`config.mk`:
```
export PLATFORM = sky130hd
export DESIGN_NAME = cdd_cell
export DESIGN_NICKNAME = d
export VERILOG_FILES = /design/src/sv/central_difference_derivative_assert.svh /design/src/sv/cdd_pkg.sv /design/src/sv/cdd_cell.sv
export SDC_FILE = /design/constraint.sdc
export NUM_CORES = 1
export LEC_CHECK = 0
export ABC_CLOCK_PERIOD_IN_PS = 800
export BUFFER_PORTS_ARGS = -buffer_cell sky130_fd_sc_hd__clkbuf_2
export CAP_MARGIN = 20
export CORE_MARGIN = 2
export CORE_UTILIZATION = 26
export DETAILED_ROUTE_END_ITERATION = 7
export PLACE_DENSITY = 0.6
export SETUP_SLACK_MARGIN = 0.2
export SLEW_MARGIN = 40
export SYNTH_ARGS = -nofsm -noshare
export SYNTH_HDL_FRONTEND = slang
export SYNTH_SLANG_ARGS = --single-unit
```
`constraint.sdc`:
```
create_clock -name clk -period 0.8 [get_ports clk]
set_clock_uncertainty 0.1 [all_clocks]
set_input_delay 0.24 -clock clk [delete_from_list [all_inputs] [get_ports clk]]
set_output_delay 0.24 -clock clk [all_outputs]
set_load 0.05 [all_outputs]
```
`src/sv/central_difference_derivative_assert.svh`:
```
// ----------------------------------------------------------------------------
// Assertion macros for the central difference derivative block
// Concurrent assertion wrappers that compile away when ASSERT_OFF is defined.
// ----------------------------------------------------------------------------
`ifndef CENTRAL_DIFFERENCE_DERIVATIVE_ASSERT_SVH
`define CENTRAL_DIFFERENCE_DERIVATIVE_ASSERT_SVH

`ifndef ASSERT_OFF
// Clocked assertion that is switched off while reset is applied.
`define CDD_ASSERT(label, clk, rst_n, prop, msg) \
	label: assert property (@(posedge clk) disable iff (!rst_n) prop) else $error(msg);
// Clocked assertion that is checked during reset as well.
`define CDD_ASSERT_ALWAYS(label, clk, prop, msg) \
	label: assert property (@(posedge clk) prop) else $error(msg);
`else
`define CDD_ASSERT(label, clk, rst_n, prop, msg)
`define CDD_ASSERT_ALWAYS(label, clk, prop, msg)
`endif

`endif

```
`src/sv/cdd_pkg.sv`:
```
// ----------------------------------------------------------------------------
// Central difference derivative package
// Widths, register indexes, stencil coefficients and shared types.
// ----------------------------------------------------------------------------
`default_nettype none

package cdd_pkg;

	localparam int SAMPLE_W       = 32;
	localparam int OUT_W          = 32;
	localparam int MAX_HALF_WIDTH = 4;
	localparam int WINDOW_DEPTH   = 2 * MAX_HALF_WIDTH + 1;
	localparam int TAP_IDX_W      = $clog2(WINDOW_DEPTH);
	localparam int HW_W           = $clog2(MAX_HALF_WIDTH + 1);
	localparam int SEEN_W         = 4;
	localparam int ORDER_W        = 4;
	localparam int GAIN_W         = 32;
	localparam int GAIN_FRAC      = 16;
	localparam int CFG_INDEX_W    = 1;
	localparam int CFG_DATA_W     = 32;

	// Arithmetic widths of the stencil datapath.
	localparam int DIFF_W      = SAMPLE_W + 1;
	localparam int COEF_W      = 24;
	localparam int FRAC_BITS   = 22;
	localparam int PROD_W      = DIFF_W + COEF_W;
	localparam int ACC_W       = PROD_W + $clog2(MAX_HALF_WIDTH);
	localparam int LO_W        = 29;
	localparam int HI_W        = ACC_W - LO_W;
	localparam int PL_W        = LO_W + GAIN_W;
	localparam int PH_W        = HI_W + GAIN_W + 1;
	localparam int FULL_W      = PH_W + LO_W;
	localparam int ROUND_SHIFT = FRAC_BITS + GAIN_FRAC;

	// Register indexes of the configuration port.
	localparam logic [CFG_INDEX_W-1:0] CFG_STENCIL_ORDER   = CFG_INDEX_W'(0);
	localparam logic [CFG_INDEX_W-1:0] CFG_INVERSE_SPACING = CFG_INDEX_W'(1);

	localparam logic [ORDER_W-1:0] ORDER_RESET = ORDER_W'(2);
	localparam logic [GAIN_W-1:0]  GAIN_RESET  = GAIN_W'(65536);

	localparam logic signed [COEF_W-1:0] COEF_ONE = COEF_W'(1 << FRAC_BITS);

	typedef struct packed {
		logic signed [SAMPLE_W-1:0] sample;
		logic                       line_end;
	} sample_item_t;

	typedef struct packed {
		logic signed [OUT_W-1:0] derivative;
		logic                    last_result;
		logic                    short_line_error;
	} result_item_t;

	typedef logic [WINDOW_DEPTH-1:0][SAMPLE_W-1:0] window_t;

	typedef struct packed {
		logic valid;
		logic last_result;
		logic short_line_error;
	} stage_ctl_t;

	// One stencil position as handed from the sequencer to the datapath.
	typedef struct packed {
		stage_ctl_t                               ctl;
		logic [MAX_HALF_WIDTH-1:0][DIFF_W-1:0]    diff;
		logic [MAX_HALF_WIDTH-1:0][COEF_W-1:0]    coef;
	} tap_bundle_t;

	typedef struct packed {
		logic              busy;
		logic              issue;
		logic              issue_last;
		logic [SEEN_W-1:0] seen;
	} seq_status_t;

	// Central stencil weights in Q2.22, rounded to nearest, for half-width p and tap k.
	function automatic logic signed [COEF_W-1:0] stencil_coef(
		input logic [HW_W-1:0] p,
		input logic [HW_W-1:0] k
	);
		logic signed [COEF_W-1:0] c;
		c = '0;
		case (p)
			HW_W'(1): begin
				case (k)
					HW_W'(1): c = COEF_W'(2097152);
					default:  c = '0;
				endcase
			end
			HW_W'(2): begin
				case (k)
					HW_W'(1): c = COEF_W'(2796203);
					HW_W'(2): c = COEF_W'(-349525);
					default:  c = '0;
				endcase
			end
			HW_W'(3): begin
				case (k)
					HW_W'(1): c = COEF_W'(3145728);
					HW_W'(2): c = COEF_W'(-629146);
					HW_W'(3): c = COEF_W'(69905);
					default:  c = '0;
				endcase
			end
			HW_W'(4): begin
				case (k)
					HW_W'(1): c = COEF_W'(3355443);
					HW_W'(2): c = COEF_W'(-838861);
					HW_W'(3): c = COEF_W'(159783);
					HW_W'(4): c = COEF_W'(-14980);
					default:  c = '0;
				endcase
			end
			default: c = '0;
		endcase
		return c;
	endfunction

endpackage

`default_nettype wire

```
`src/sv/cdd_cell.sv`:
```
// ----------------------------------------------------------------------------
// Window cell
// Holds one sample of the window and takes its neighbor's sample on a shift.
// ----------------------------------------------------------------------------
`default_nettype none

module cdd_cell (
	input  logic                         clk,
	input  logic                         arst_n,
	input  logic                         shift_en,
	input  logic [cdd_pkg::SAMPLE_W-1:0] din,
	output logic [cdd_pkg::SAMPLE_W-1:0] dout
);

	logic [cdd_pkg::SAMPLE_W-1:0] value_q;

	always_ff @(posedge clk or negedge arst_n) begin
		if (!arst_n) begin
			value_q <= '0;
		end else if (shift_en) begin
			value_q <= din;
		end
	end

	assign dout = value_q;

endmodule

`default_nettype wire

```
==> results of run 1 <==
-- logic make-up after synthesis --
| group | count (synthesis) | synth area share, % |
|---|---|---|
| buffers and inverters | 4 | 5.302 |
| flip-flops | 32 | 59.54 |
| multiplexers | 32 | 35.16 |
-- worst min path at each step --
| stage | to | start | slack, ns |
|---|---|---|---|
| 6_report | dout[15] | arst_n | -0.20 |
| 5_1_grt | dout[15] | arst_n | -0.18 |
| 4_1_cts | dout[9] | arst_n | -0.19 |
| 3_5_place_dp | dout[15] | arst_n | 0.12 |
| 3_3_place_gp | dout[13] | arst_n | 0.11 |
| 2_1_floorplan | dout[0] | arst_n | -0.16 |
-- layer usage --
metal  up-vias  global-route usage, %  share of wire [%]
li1        391                      -                  -
met1       426                  12.92                 40
met2        42                  17.77                 52
met3         6                  4.405                6.0
met4         0                  4.000                1.9
met5         -                      0                  0
-- synth_stat cells (all sizes together) --
library cell,instances,share of area (%)
buf,4,5.3
mux2,32,35
dfrtp,32,60
-- cells in the final DEF, fill, tap and decap left out --
master      n
buf_12      3
clkbuf_16   1
clkbuf_8    7
clkbuf_2   34
buf_6       5
mux2_4     30
buf_4       1
bufinv_16   1
dfrtp_2    32
buf_8      31
mux2_2      2
-- through the flow --
step           setup slack, ns  TNS, ns
4_1_cts                -0.4274   -16.53
2_1_floorplan          -0.2095   -7.724
6_report               -0.4180   -16.45
3_5_place_dp           -0.3602   -15.30
5_1_grt                -0.4519   -17.95
3_3_place_gp           -0.3442   -14.84
-- cell type report --
class / instances / area (um2) / share of cell area (%)
Multi-Input combinational cell: 32 / 473.0 / 20.45
Clock inverter: 1 / 30.03 / 1.299
Sequential cell: 32 / 840.8 / 36.36
Clock buffer: 7 / 96.34 / 4.167
Timing Repair Buffer: 75 / 784.5 / 33.93
Tap cell: 70 / 87.58 / 3.788
-- power by group --
group          total (mW)  leakage, nW  internal, mW  switching, mW
Clock                1.71       0.0645          1.10          0.607
Combinational        1.62        0.701         0.811          0.813
Sequential           1.98        0.342          1.81          0.164
Total                5.31         1.11          3.72           1.58
-- timing repair --
item | 4_1_cts | 5_1_grt
gates resized for setup | 66 | 35
endpoints found under the setup margin | 64 | 64
hold endpoints to repair | 32 | 32
setup buffers | 2 | 3
-- worst register-to-register path: stages, from the launching register on --
cell and delay [ns]:
dfrtp_2 0.42, buf_6 0.12, mux2_4 0.27
==> metrics.txt, run 1 <==
# TYPE chip_impl_metric gauge
chip_impl_info{name="outcome",value="finished, violations left"} 1
chip_impl_info{name="failed_checks",value="negative hold slack, negative setup slack"} 1
chip_impl_metric{name="ys_seq_area_share",unit="%"} 59.53
chip_impl_metric{name="synthesis.instances",unit=""} 68
chip_impl_metric{name="htreeDepth",unit=""} 2
chip_impl_metric{name="ctsLongestPathBuffers",unit=""} 2
chip_impl_metric{name="wl_per_cell",unit="um"} 13.29
chip_impl_metric{name="floorplan.rows",unit=""} 26
chip_impl_metric{name="fp.coreArea",unit="um2"} 5042
chip_impl_metric{name="grt_antenna_before_repair",unit=""} 0
chip_impl_info{name="start_kind",value="flop"} 1
chip_impl_metric{name="final.min_clock_period",unit="ns"} 1.218
chip_impl_metric{name="max-vdd-ir-drop",unit="mV"} 1.002
chip_impl_metric{name="vias",unit=""} 865
chip_impl_info{name="rsz_0062_raised_after_global_routing",value="yes"} 1
chip_impl_metric{name="largest_register_ffs",unit=""} 32
chip_impl_metric{name="maximum_capacitance_violations",unit=""} 0
chip_impl_metric{name="syn_area_per_cell",unit="um2"} 19.78
chip_impl_metric{name="final_util",unit="%"} 45.86
chip_impl_info{name="critical-path-slowest-cell",value="dfrtp_2"} 1
chip_impl_metric{name="max-slew-margin-rel",unit="%"} 88.36
chip_impl_info{name="setup_crit_end",value="dout[24]"} 1
chip_impl_metric{name="setup_viol",unit=""} 64
chip_impl_metric{name="r2r_cells",unit=""} 2
chip_impl_metric{name="crit_path_max_incr_delay",unit="ns"} 0.42
chip_impl_metric{name="io_buffers",unit=""} 66
chip_impl_metric{name="synthesis.nets",unit=""} 103
chip_impl_metric{name="clk_pin_slew",unit="ns"} 0.07
chip_impl_metric{name="hold_viol",unit=""} 32
chip_impl_metric{name="insertedDiodeCount",unit=""} 0
chip_impl_metric{name="critical_path_depth_in_cells",unit=""} 1
chip_impl_metric{name="drt_wirelength",unit="mm"} 2.884
chip_impl_metric{name="drive_above_1_share",unit="%"} 100.0
chip_impl_metric{name="initial_core_util",unit="%"} 26.67
chip_impl_metric{name="mappedNetlistArea",unit="um2"} 1345
chip_impl_metric{name="area.growth.synth_to_final",unit="%"} 71.91
chip_impl_metric{name="dp.cells",unit=""} 204
chip_impl_metric{name="synth_seq_cells",unit=""} 32
chip_impl_metric{name="die-width",unit="um"} 75.93
chip_impl_metric{name="tightest_slew",unit="ns"} 0.1746
chip_impl_info{name="root_buffer",value="clkbuf_8"} 1
chip_impl_metric{name="grt_start_max_net_pins",unit=""} 33
chip_impl_metric{name="final.fill_count",unit=""} 448
chip_impl_metric{name="grtUsageTotal",unit="%"} 10.87
chip_impl_metric{name="dr.pass1.iters",unit=""} 4
chip_impl_metric{name="fin_area",unit="um2"} 2312
chip_impl_metric{name="finalWorstSetupSlack",unit="ns"} -0.4180
chip_impl_metric{name="worst_hold_slack",unit="ns"} -0.1970
chip_impl_metric{name="ios",unit=""} 67
chip_impl_info{name="end_kind",value="primary output"} 1
chip_impl_metric{name="critical_path_arrival",unit="ns"} 0.88
chip_impl_metric{name="power_leakage",unit="nW"} 1.107
chip_impl_metric{name="number_of_clock_sinks_seen_by_cts",unit=""} 32
chip_impl_metric{name="timing.critical_path.fanout_max",unit=""} 2
chip_impl_metric{name="p_per_area",unit="nW/um2"} 2295
chip_impl_metric{name="tritoncts.num_buffers",unit=""} 5
chip_impl_metric{name="detail_route.vias_per_cell",unit=""} 3.986
chip_impl_metric{name="worstSkewPairLatency",unit="ns"} 0.28
chip_impl_info{name="cts_tree",value="done"} 1
chip_impl_metric{name="total_power",unit="mW"} 5.306
chip_impl_metric{name="synth.yosys.warnings",unit=""} 0
chip_impl_metric{name="worstPathRequired",unit="ns"} 0.46
chip_impl_metric{name="drt-initial-drc-count",unit=""} 10
chip_impl_metric{name="first_global_vias",unit=""} 999
chip_impl_metric{name="placement_stage_cell_area",unit="um2"} 1799
chip_impl_info{name="critical_path_class",value="reg2out"} 1
chip_impl_metric{name="fin_crit_sh",unit="%"} 152.3
chip_impl_metric{name="cp_num_buf_inv",unit=""} 1
chip_impl_metric{name="drc",unit=""} 0
chip_impl_metric{name="achievable-frequency",unit="MHz"} 821.0
chip_impl_metric{name="fp.dieArea",unit="um2"} 5765
chip_impl_metric{name="globalplace.congestion",unit=""} 0.7694
chip_impl_info{name="hold_crit_path_type",value="in2async"} 1
chip_impl_metric{name="reg2reg_slack",unit="ns"} -0.22
chip_impl_info{name="crit_family",value="flip-flops"} 1
chip_impl_metric{name="dp_hpwl",unit="mm"} 2.007
chip_impl_metric{name="ys_types",unit=""} 5
chip_impl_metric{name="global_route.overflow_total",unit=""} 0
chip_impl_metric{name="die_height",unit="um"} 75.93
chip_impl_metric{name="report.final.slew_viol_count",unit=""} 0
chip_impl_info{name="capture_point_of_the_worst_reg_to_reg_path",value="dout[24]"} 1
chip_impl_info{name="cp_cell_sequence",value="clkbuf_16"} 1
chip_impl_info{name="crit_path_start",value="dout[24]"} 1
chip_impl_metric{name="ant_nets",unit=""} 0
chip_impl_metric{name="num-nets-final",unit=""} 181
chip_impl_metric{name="wire_length_of_the_first_global_routing_pass",unit="mm"} 4.926
chip_impl_info{name="worstReg2RegStart",value="dout[24]"} 1
chip_impl_metric{name="layoutNonFillerInstCount",unit=""} 217
No activity file was read; power rests on OpenSTA's default activity.
==> run 2: changes to the inputs <==
- TNS_END_PERCENT: not set -> 50
==> run 2 against run 1 <==
  * The run still ends with negative hold slack, negative setup slack left
  * Sequential share of layout area is 0.24 points higher
  * First-iteration DRC count up 90%
  * Register-to-register slack hardly changed
  * Routed wire length down 0.38%
  * Sequential power about the same
  * Via count down 0.35%
  * Core utilization fell by 0.30 points
  * Total power shrank 0.29%
  * Largest power group unchanged
==> metrics.txt, run 2 (synthesis results as in run 1) <==
# TYPE chip_impl_metric gauge
chip_impl_metric{name="crit_path_max_incr_delay",unit="ns"} 0.42
chip_impl_metric{name="floorplan.rows",unit=""} 26
chip_impl_metric{name="clk_pin_slew",unit="ns"} 0.07
chip_impl_metric{name="dr.pass1.iters",unit=""} 4
chip_impl_metric{name="clockPowerShare",unit="%"} 32.3
chip_impl_metric{name="combPwrFrac",unit="%"} 30.4
chip_impl_info{name="outcome",value="finished, violations left"} 1
chip_impl_metric{name="number_of_clock_sinks_seen_by_cts",unit=""} 32
chip_impl_metric{name="cp_num_buf_inv",unit=""} 1
chip_impl_info{name="cts_tree",value="done"} 1
chip_impl_info{name="highest_count_cells_in_the_layout_ignoring_fill_and_taps",value="clkbuf_2 (34), dfrtp_2 (32), buf_8 (31)"} 1
chip_impl_metric{name="die_height",unit="um"} 75.93
chip_impl_metric{name="maximum_capacitance_violations",unit=""} 0
chip_impl_metric{name="seqPwrFrac",unit="%"} 37.3
chip_impl_metric{name="power_leakage",unit="nW"} 1.100
chip_impl_metric{name="tritoncts.num_buffers",unit=""} 5
chip_impl_metric{name="drc",unit=""} 0
chip_impl_metric{name="largest_register_ffs",unit=""} 32
chip_impl_metric{name="grtUsageTotal",unit="%"} 10.82
chip_impl_metric{name="worstPathRequired",unit="ns"} 0.46
chip_impl_metric{name="power.switching_fraction",unit="%"} 29.87
chip_impl_metric{name="timing.critical_path.fanout_max",unit=""} 2
chip_impl_metric{name="drive_above_1_share",unit="%"} 100.0
chip_impl_info{name="cp_cell_sequence",value="clkbuf_16"} 1
chip_impl_metric{name="ctsLongestPathBuffers",unit=""} 2
chip_impl_metric{name="worstSkewPairLatency",unit="ns"} 0.28
chip_impl_info{name="crit_family",value="flip-flops"} 1
chip_impl_info{name="root_buffer",value="clkbuf_8"} 1
chip_impl_metric{name="vias",unit=""} 862
chip_impl_metric{name="ios",unit=""} 67
chip_impl_metric{name="num-nets-final",unit=""} 180
chip_impl_info{name="critical-path-slowest-cell",value="dfrtp_2"} 1
chip_impl_metric{name="wire_length_of_the_first_global_routing_pass",unit="mm"} 4.905
chip_impl_metric{name="io_buffers",unit=""} 66
chip_impl_metric{name="worst_hold_slack",unit="ns"} -0.1971
chip_impl_info{name="critical_path_class",value="reg2out"} 1
chip_impl_metric{name="report.final.slew_viol_count",unit=""} 0
chip_impl_info{name="mostFrequentLayoutCell",value="clkbuf_2"} 1
chip_impl_metric{name="dp_hpwl",unit="mm"} 2.007
chip_impl_metric{name="die-width",unit="um"} 75.93
chip_impl_metric{name="critical_path_arrival",unit="ns"} 0.88
chip_impl_metric{name="grt_start_max_net_pins",unit=""} 33
chip_impl_info{name="start_kind",value="flop"} 1
chip_impl_metric{name="detail_route.vias_per_cell",unit=""} 3.991
chip_impl_metric{name="drt_wirelength",unit="mm"} 2.873
chip_impl_info{name="hold_crit_path_type",value="in2async"} 1
chip_impl_metric{name="internal_power",unit="mW"} 3.711
chip_impl_metric{name="first_global_vias",unit=""} 991
chip_impl_info{name="end_kind",value="primary output"} 1
chip_impl_metric{name="fp.coreArea",unit="um2"} 5042
chip_impl_metric{name="setup_viol",unit=""} 64
chip_impl_metric{name="insertedDiodeCount",unit=""} 0
chip_impl_metric{name="ant_nets",unit=""} 0
chip_impl_metric{name="max-vdd-ir-drop",unit="mV"} 1.002
chip_impl_metric{name="p_switching",unit="mW"} 1.581
chip_impl_metric{name="wl_per_cell",unit="um"} 13.30
chip_impl_metric{name="tightest_slew",unit="ns"} 0.1745
chip_impl_metric{name="fin_crit_sh",unit="%"} 152.2
chip_impl_metric{name="p_per_area",unit="nW/um2"} 2303
chip_impl_metric{name="fp.dieArea",unit="um2"} 5765
chip_impl_metric{name="grt_antenna_before_repair",unit=""} 0
chip_impl_metric{name="max-slew-margin-rel",unit="%"} 88.36
chip_impl_metric{name="area.growth.synth_to_final",unit="%"} 70.79
chip_impl_metric{name="global_route.overflow_total",unit=""} 0
chip_impl_metric{name="htreeDepth",unit=""} 2
chip_impl_metric{name="hold_viol",unit=""} 32
chip_impl_metric{name="globalplace.congestion",unit=""} 0.7694
chip_impl_metric{name="final.min_clock_period",unit="ns"} 1.218
chip_impl_metric{name="reg2reg_slack",unit="ns"} -0.23
chip_impl_info{name="rsz_0062_raised_after_global_routing",value="yes"} 1
chip_impl_metric{name="place_ws",unit="ns"} -0.3602
chip_impl_metric{name="initial_core_util",unit="%"} 26.67
chip_impl_metric{name="finalWorstSetupSlack",unit="ns"} -0.4180
chip_impl_info{name="failed_checks",value="negative hold slack, negative setup slack"} 1
chip_impl_metric{name="drt-initial-drc-count",unit=""} 19
chip_impl_metric{name="achievable-frequency",unit="MHz"} 821.0
run 2: through the flow:
| stage | setup TNS [ns] | cell area, um2 | instances | total power [mW] | utilization, % |
|---|---|---|---|---|---|
| after global placement | -14.84 | 1799 | 204 | 3.149 | 35.68 |
| after floorplan | -7.724 | 1385 | 68 | 2.840 | - |
| after global routing | -17.82 | 2297 | 216 | 5.504 | 45.56 |
| after detailed placement | -15.30 | 1799 | 204 | 3.170 | 35.68 |
| final | -16.34 | 2297 | 216 | 5.291 | 45.56 |
| after CTS | -16.42 | 2228 | 213 | 5.197 | 44.19 |
run 2: area by class of cell:
type                            instances  area (um2)
Multi-Input combinational cell         32       473.0
Sequential cell                        32       840.8
Clock buffer                            7       96.34
Timing Repair Buffer                   74       769.5
Tap cell                               70       87.58
Fill cell                             447        2745
Clock inverter                          1       30.03
run 2: final timing paths:
kind,endpoint,startpoint,cells past startpoint
max in group asynchronous,dout[28],arst_n,2
worst min register to register,dout[21],dout[21],1
worst min-delay path,dout[15],arst_n,2
worst max-delay path,dout[24],dout[24],1
worst max register to register,dout[2],dout[2],2
min in group clk,dout[12],din[12],2
run 2: what timing repair did:
| item | CTS | global route |
|---|---|---|
| resized for setup | 66 | 33 |
| buffers inserted | 1 | 3 |
| setup endpoints to repair | 64 | 64 |
| hold endpoints to repair | 32 | 32 |
run 2: metal layers:
| metal | share of wire, % | up-vias | GRT usage [%] |
|---|---|---|---|
| met1 | 40 | 425 | 12.92 |
| li1 | - | 389 | - |
| met4 | 1.9 | 0 | 4.000 |
| met5 | 0 | - | 0 |
| met2 | 52 | 42 | 17.59 |
| met3 | 6.0 | 6 | 4.405 |
run 2: power groups by stage:
stage                     Combinational (mW)  Sequential, mW  Clock (mW)
after floorplan                        0.331            2.51           0
after global placement                  1.22            1.93           0
after detailed placement                1.24            1.93           0
after CTS                               1.52            1.93        1.74
after global routing                    1.67            2.00        1.84
final                                   1.61            1.97        1.71
